## config.mk

```make
export PLATFORM = sky130hd
export DESIGN_NAME = riscv_branch_predecoder_core
export DESIGN_NICKNAME = d
export VERILOG_FILES = /design/src/rtl/core/rbp_pkg.sv /design/src/rtl/core/riscv_branch_predecoder_core.sv /design/src/rtl/core/rbp_predecode.sv
export SDC_FILE = /design/constraint.sdc
export NUM_CORES = 1
export LEC_CHECK = 0
export ABC_CLOCK_PERIOD_IN_PS = 21700
export BUFFER_PORTS_ARGS = -buffer_cell sky130_fd_sc_hd__buf_2
export CAP_MARGIN = 20
export CORE_ASPECT_RATIO = 1.25
export CORE_MARGIN = 2
export CORE_UTILIZATION = 45
export CTS_CLUSTER_DIAMETER = 50
export DETAILED_ROUTE_END_ITERATION = 12
export PLACE_DENSITY = 0.66
export SLEW_MARGIN = 10
export SYNTH_ARGS = -nofsm -noshare
export SYNTH_HDL_FRONTEND = slang
export SYNTH_SLANG_ARGS = --single-unit
```

## constraint.sdc

```tcl
create_clock -name clk_i -period 21.7 [get_ports clk_i]
set_clock_uncertainty 0.1 [all_clocks]
set_input_delay 3.255 -clock clk_i [delete_from_list [all_inputs] [get_ports clk_i]]
set_output_delay 3.255 -clock clk_i [all_outputs]
set_load 0.05 [all_outputs]
```

## src/rtl/core/rbp_pkg.sv

```systemverilog
// Shared constants and types for the RISC-V branch predecoder.
package rbp_pkg;

  localparam int FieldW      = 39;
  localparam int InstrW      = 32;
  localparam int OffW        = 21;
  localparam int DefAddrBits = 39;
  localparam int PcStep      = 4;

  localparam logic [6:0]  OpJal    = 7'h6F;
  localparam logic [6:0]  OpBranch = 7'h63;
  localparam logic [2:0]  CjFunct3 = 3'h5;
  localparam logic [1:0]  CQuad1   = 2'h1;
  localparam logic [15:0] CRetWord = 16'h8082;

  // Decode result: jump seen, target is the return address, signed PC offset.
  typedef struct packed {
    logic            jump;
    logic            ret;
    logic [OffW-1:0] off;
  } dec_t;

endpackage

```

## src/rtl/core/riscv_branch_predecoder_core.sv

```systemverilog
// Top level of the static RISC-V branch predecoder, three register stages.
// Predicts the next fetch address from one fetched word: JAL, a backward
// conditional branch, C.J and C.RET (the last two only with compressed_ok_i
// set), in that priority; otherwise the fetch address plus 4. Address sums
// wrap at min(ADDR_BITS, 39) bits. One transaction is accepted per cycle
// while stall_o is low; a result passes through three registers (decode,
// address add, target select), and a stall on the output backs up only the
// stages that hold data, so bubbles are absorbed.
module riscv_branch_predecoder_core #(
  parameter int ADDR_BITS = rbp_pkg::DefAddrBits
) (
  input  logic                       clk_i,
  input  logic                       rst_ni,
  input  logic                       valid_i,
  output logic                       stall_o,
  input  logic                       compressed_ok_i,
  input  logic [rbp_pkg::FieldW-1:0] fetch_addr_i,
  input  logic [rbp_pkg::InstrW-1:0] instr_word_i,
  input  logic [rbp_pkg::FieldW-1:0] return_addr_i,
  output logic                       valid_o,
  input  logic                       stall_i,
  output logic                       jump_found_o,
  output logic [rbp_pkg::FieldW-1:0] cur_pc_o,
  output logic [rbp_pkg::FieldW-1:0] next_pc_o
);
  import rbp_pkg::*;

  localparam int AddrW = (ADDR_BITS < FieldW) ? ADDR_BITS : FieldW;

  dec_t dec;

  logic             v1_q, v2_q, v3_q;
  logic             ready1, ready2, ready3;
  dec_t             dec1_q;
  logic [AddrW-1:0] pc1_q, ra1_q;
  logic             jump2_q, ret2_q;
  logic [AddrW-1:0] pc2_q, ra2_q, sum2_q;
  logic [AddrW-1:0] sum2_d;
  logic             jump3_q;
  logic [AddrW-1:0] pc3_q, next3_q;

  rbp_predecode u_predecode (
    .instr_word_i    (instr_word_i),
    .compressed_ok_i (compressed_ok_i),
    .dec_o           (dec)
  );

  assign ready3  = !v3_q || !stall_i;
  assign ready2  = !v2_q || ready3;
  assign ready1  = !v1_q || ready2;
  assign stall_o = !ready1;

  assign sum2_d = pc1_q + AddrW'($signed(dec1_q.off));

  always_ff @(posedge clk_i or negedge rst_ni) begin
    if (!rst_ni) begin
      v1_q <= 1'b0;
      v2_q <= 1'b0;
      v3_q <= 1'b0;
    end else begin
      if (ready1) v1_q <= valid_i;
      if (ready2) v2_q <= v1_q;
      if (ready3) v3_q <= v2_q;
    end
  end

  always_ff @(posedge clk_i) begin
    if (ready1 && valid_i) begin
      dec1_q <= dec;
      pc1_q  <= fetch_addr_i[AddrW-1:0];
      ra1_q  <= return_addr_i[AddrW-1:0];
    end
    if (ready2 && v1_q) begin
      jump2_q <= dec1_q.jump;
      ret2_q  <= dec1_q.ret;
      pc2_q   <= pc1_q;
      ra2_q   <= ra1_q;
      sum2_q  <= sum2_d;
    end
    if (ready3 && v2_q) begin
      jump3_q <= jump2_q;
      pc3_q   <= pc2_q;
      next3_q <= ret2_q ? ra2_q : sum2_q;
    end
  end

  assign valid_o      = v3_q;
  assign jump_found_o = jump3_q;
  assign cur_pc_o     = FieldW'(pc3_q);
  assign next_pc_o    = FieldW'(next3_q);

`ifndef SYNTHESIS
  a_no_jump_step: assert property (@(posedge clk_i) disable iff (!rst_ni)
    (valid_o && !jump_found_o) |->
      (next_pc_o[AddrW-1:0] == cur_pc_o[AddrW-1:0] + AddrW'(PcStep)))
    else $error("sequential next_pc mismatch");

  a_full_stall: assert property (@(posedge clk_i) disable iff (!rst_ni)
    (v1_q && v2_q && v3_q && stall_i) |-> stall_o)
    else $error("full pipeline not stalling input");

  a_accept_lands: assert property (@(posedge clk_i) disable iff (!rst_ni)
    (valid_i && !stall_o) |=> v1_q)
    else $error("accepted transaction lost in stage 1");

  a_out_held: assert property (@(posedge clk_i) disable iff (!rst_ni)
    (v2_q && !ready3) |=> v2_q)
    else $error("stage 2 dropped under stall");
`endif

endmodule

```

## src/rtl/core/rbp_predecode.sv

```systemverilog
// Instruction pattern match and immediate rebuild for the branch predecoder.
module rbp_predecode (
  input  logic [rbp_pkg::InstrW-1:0] instr_word_i,
  input  logic                       compressed_ok_i,
  output rbp_pkg::dec_t              dec_o
);
  import rbp_pkg::*;

  logic            is_jal, is_br, is_cj, is_ret;
  logic [20:0]     jal_raw;
  logic [12:0]     br_raw;
  logic [11:0]     cj_raw;
  logic [OffW-1:0] jal_off, br_off, cj_off;

  assign jal_raw = {instr_word_i[31], instr_word_i[19:12], instr_word_i[20],
                    instr_word_i[30:21], 1'b0};
  assign br_raw  = {instr_word_i[31], instr_word_i[7], instr_word_i[30:25],
                    instr_word_i[11:8], 1'b0};
  assign cj_raw  = {instr_word_i[12], instr_word_i[8], instr_word_i[10:9],
                    instr_word_i[6], instr_word_i[7], instr_word_i[2],
                    instr_word_i[11], instr_word_i[5:3], 1'b0};

  assign jal_off = OffW'($signed(jal_raw));
  assign br_off  = OffW'($signed(br_raw));
  assign cj_off  = OffW'($signed(cj_raw));

  assign is_jal = (instr_word_i[6:0] == OpJal);
  assign is_br  = (instr_word_i[6:0] == OpBranch) && instr_word_i[31];
  assign is_cj  = (instr_word_i[15:13] == CjFunct3) && (instr_word_i[1:0] == CQuad1)
                  && compressed_ok_i;
  assign is_ret = (instr_word_i[15:0] == CRetWord) && compressed_ok_i;

  always_comb begin
    dec_o.jump = is_jal || is_br || is_cj || is_ret;
    dec_o.ret  = 1'b0;
    if (is_jal) begin
      dec_o.off = jal_off;
    end else if (is_br) begin
      dec_o.off = br_off;
    end else if (is_cj) begin
      dec_o.off = cj_off;
    end else begin
      dec_o.off = OffW'(PcStep);
      dec_o.ret = is_ret;
    end
  end

endmodule

```

==> impl_metrics.csv <==
group,metric,value,unit
run_status,status,"finished clean",
pwr,seq_power_share,0.514,
sta,tns,0,ns
clocking,clock_latency,0.53,ns
sta,max_freq,138.5,MHz
floorplan,io_pins,196,
final_layout,fillCellCount,2127,
synthesis,synth-seq-cells,300,
synthesis,synth_compound_area_frac,0.08609,
final_layout,area_growth_syn_to_layout,19.51,%
floorplan,initial_core_util,0.4568,
global_route,track_usage,0.1611,
setup_path,cp_max_fo,4,
sta,rsz0062_at_grt,"no",
sta,tightest_slew,1.110,ns
final_layout,layout-drive-gt1-share,0.3177,
synthesis,synth_area_leader_cell,"edfxtp_1",
synthesis,synth_xor_area_frac,0.02366,
pwr,combPwrFrac,0.142,
pwr,p_int,1.065,mW
clocking,cts_inserted_buffers,28,
pwr,irDropWorstVdd,49.13,uV
detailed_routing,drt_wl_total,22350,um
floorplan,dieHeight,185.4,um
clocking,post_cts_buffers,0,
synthesis,yosysMostFrequentCell,"edfxtp_1",
clocking,path_clk_slew,0.06,ns
synthesis,muxShareOfSynthArea,0.03708,
clocking,h-tree-depth,1,
sta,final_hold_viol_count,0,
synthesis,netlist_instances,683,
sta,setup_viol_count_final,0,
synthesis,synth_edf_count,297,
clocking,cts_num_sinks,300,
detailed_routing,dr_total_vias,6433,
clocking,cts_resized,0,
placed_design,place_area,13230,um2
synthesis,synthTopCellsByArea,"edfxtp_1, ha_1, mux2_2, xnor2_1, a21o_1",
synthesis,synth.distinct_cells,53,
synthesis,yosys_warnings,0,
clocking,clockBufferDepth,3,
floorplan,row_count,66,
setup_path,crit_arrival,3.86,ns
sta,post-route-period-util,0.3326,
setup_path,critPathRequiredTime,18.35,ns
synthesis,synthFlopType,"edfxtp_1",
detailed_routing,antenna_left,0,
sta,fin_ws,14.48,ns
pwr,switching_share,0.2522,
synthesis,syn_area_per_cell,17.34,um2
final_layout,design_area,14160,um2
pwr,p_leak,5.467,nW
flow_run,drv_cap,0,
global_route,grt_pass1_vias,6407,
sta,timing.hold.ws,0.3139,ns
global_route,antenna_found_initial,1,
floorplan,dieArea,27640,um2
placed_design,place_hpwl,15460,um
floorplan,die_w,149.1,um
worst_hold_path,min_path_type,"flip-flop to flip-flop",
detailed_routing,drc,0,
pwr,p_sw,0.3592,mW
floorplan,core_area,25930,um2
synthesis,mappedNetlistArea,11850,um2
placed_design,place_congestion,0.8468,
setup_path,end_kind,"output pin",
setup_path,critical_path_class,"primary input to output pin",
global_route,grt_max_degree,80,
synthesis,synth_simple_gate_area_frac,0.04331,
synthesis,synth-async-reset-ratio,0.01000,
pwr,power.total,1.424,mW
global_route,grt_overflow_total,0,
final_layout,finalNetCount,1049,
synthesis,synth_common_cells,"edfxtp_1, mux2_2, ha_1",
pwr,power_density,100.6,nW/um2
detailed_routing,wl_per_cell,17.78,um
clocking,root_buffer,"clkbuf_16",
synthesis,yosys.area.top_type_share,0.7529,
setup_path,startpoint_type,"primary input",
synthesis,synthAdderAreaFrac,0.04077,
sta,post-route-min-period,7.218,ns
placed_design,pre_cts_slack,14.48,ns
detailed_routing,via_per_inst,5.118,
clocking,cts_tree,"yes",
synthesis,synth_fp_nets,836,
detailed_routing,firstDrtPassIters,5,
pwr,clkPwrFrac,0.344,
detailed_routing,drtIter0Drc,454,
sta,slew_violations,0,
sta,max_slew_margin,0.2601,
final_layout,multi_input_area,2751,um2
final_layout,seq_area,8994,um2
clocking,ctsHoldBuffers,0,
global_route,grt_pass1_wl,34220,um
placed_design,io_buffers,195,
synthesis,synth_top_family_by_area,"compound AO/OA/AOI/OAI gates",
synthesis,yosysSeqAreaShare,0.7593,
-- registers in the layout, indices dropped and copies added (netlist names) --
signal,flops
cur_pc_o,39
next_pc_o,39
pc1_q,39
pc2_q,39
ra1_q,39
ra2_q,39
sum2_q,38
dec1_q,22
jump2_q,1
jump_found_o,1
ret2_q,1
v1_q,1
v2_q,1
valid_o,1
-- metrics by stage --
stage | cells | utilization
2_1_floorplan | 683 | -
3_3_place_gp | 1206 | 0.5100
3_5_place_dp | 1206 | 0.5100
4_1_cts | 1256 | 0.5458
5_1_grt | 1256 | 0.5458
6_report | 1257 | 0.5459
-- power by group through the flow --
stage,Sequential (mW),Clock [mW],Combinational [mW]
6_report,0.732,0.490,0.202
5_1_grt,0.738,0.526,0.219
4_1_cts,0.733,0.504,0.205
3_3_place_gp,0.744,0,0.202
2_1_floorplan,0.803,0,0.0883
3_5_place_dp,0.746,0,0.204
-- critical path, stage by stage --
cell and delay [ns]:
buf_2 0.13, nand4_1 0.15, inv_1 0.08, buf_2 0.25
-- final timing paths --
path                                  from         end  slack (ns)  cells past startpoint
worst max-delay path               stall_i     stall_o       14.48                      4
worst min-delay path             ra1_q[27]   ra2_q[27]        0.31                      0
worst max register to register  dec1_q[20]  sum2_q[36]       18.42                      9
worst min register to register   ra1_q[27]   ra2_q[27]        0.31                      0
max in group asynchronous           rst_ni     valid_o       18.99                      1
min in group asynchronous           rst_ni        v2_q        2.41                      1
-- kinds of logic (layout without fill, tap and decap cells) --
group                    count (synthesis)  in the layout
multiplexers                            39             39
XOR/XNOR                                32             32
other                                    0              1
AO/OA/AOI/OAI                          147            147
AND/OR/NAND/NOR                         99             99
adder cells (fa/ha/maj)                 38             38
flip-flops                             300            300
buffers and inverters                   28            261
-- layer usage --
layer | up-vias | GRT usage | part of all wire
li1 | 3126 | - | -
met1 | 3083 | 0.2124 | 0.42
met2 | 198 | 0.2807 | 0.51
met3 | 26 | 0.02266 | 0.050
met4 | 0 | 0.04381 | 0.017
met5 | - | 0 | 0
-- layout by cell type, fill, tap and decap left out, types with 5 or more instances in the layout --
| cell type | netlist | layout |
|---|---|---|
| o21ai_0 | 26 | 26 |
| inv_1 | 11 | 11 |
| a21oi_1 | 30 | 30 |
| a211oi_1 | 6 | 6 |
| nand4_1 | 5 | 5 |
| ha_1 | 37 | 37 |
| clkbuf_16 | 0 | 29 |
| a22o_1 | 6 | 6 |
| nor2_1 | 19 | 19 |
| xor2_1 | 12 | 12 |
| buf_4 | 0 | 5 |
| edfxtp_1 | 297 | 297 |
| mux2_2 | 39 | 39 |
| o21a_1 | 10 | 10 |
| nand2b_1 | 12 | 12 |
| xnor2_1 | 20 | 20 |
| and3_1 | 10 | 10 |
| nand3_1 | 10 | 10 |
| nor2b_1 | 6 | 6 |
| clkinv_1 | 0 | 8 |
| a31oi_1 | 5 | 5 |
| a21o_1 | 23 | 23 |
| nand2_1 | 18 | 18 |
| nor3_1 | 7 | 7 |
| buf_2 | 3 | 195 |
-- layout make-up --
| cell class | instances | area share |
|---|---|---|
| clock buffer | 33 | 0.05232 |
| inverter | 11 | 0.002917 |
| antenna | 1 | 0.0001768 |
| sequential | 300 | 0.6353 |
| multi-input combinational | 355 | 0.1944 |
| clock inverter | 17 | 0.01326 |
| timing repair buffer | 200 | 0.07159 |
| tap | 340 | 0.03005 |
Power figures use the tool's default switching activity.
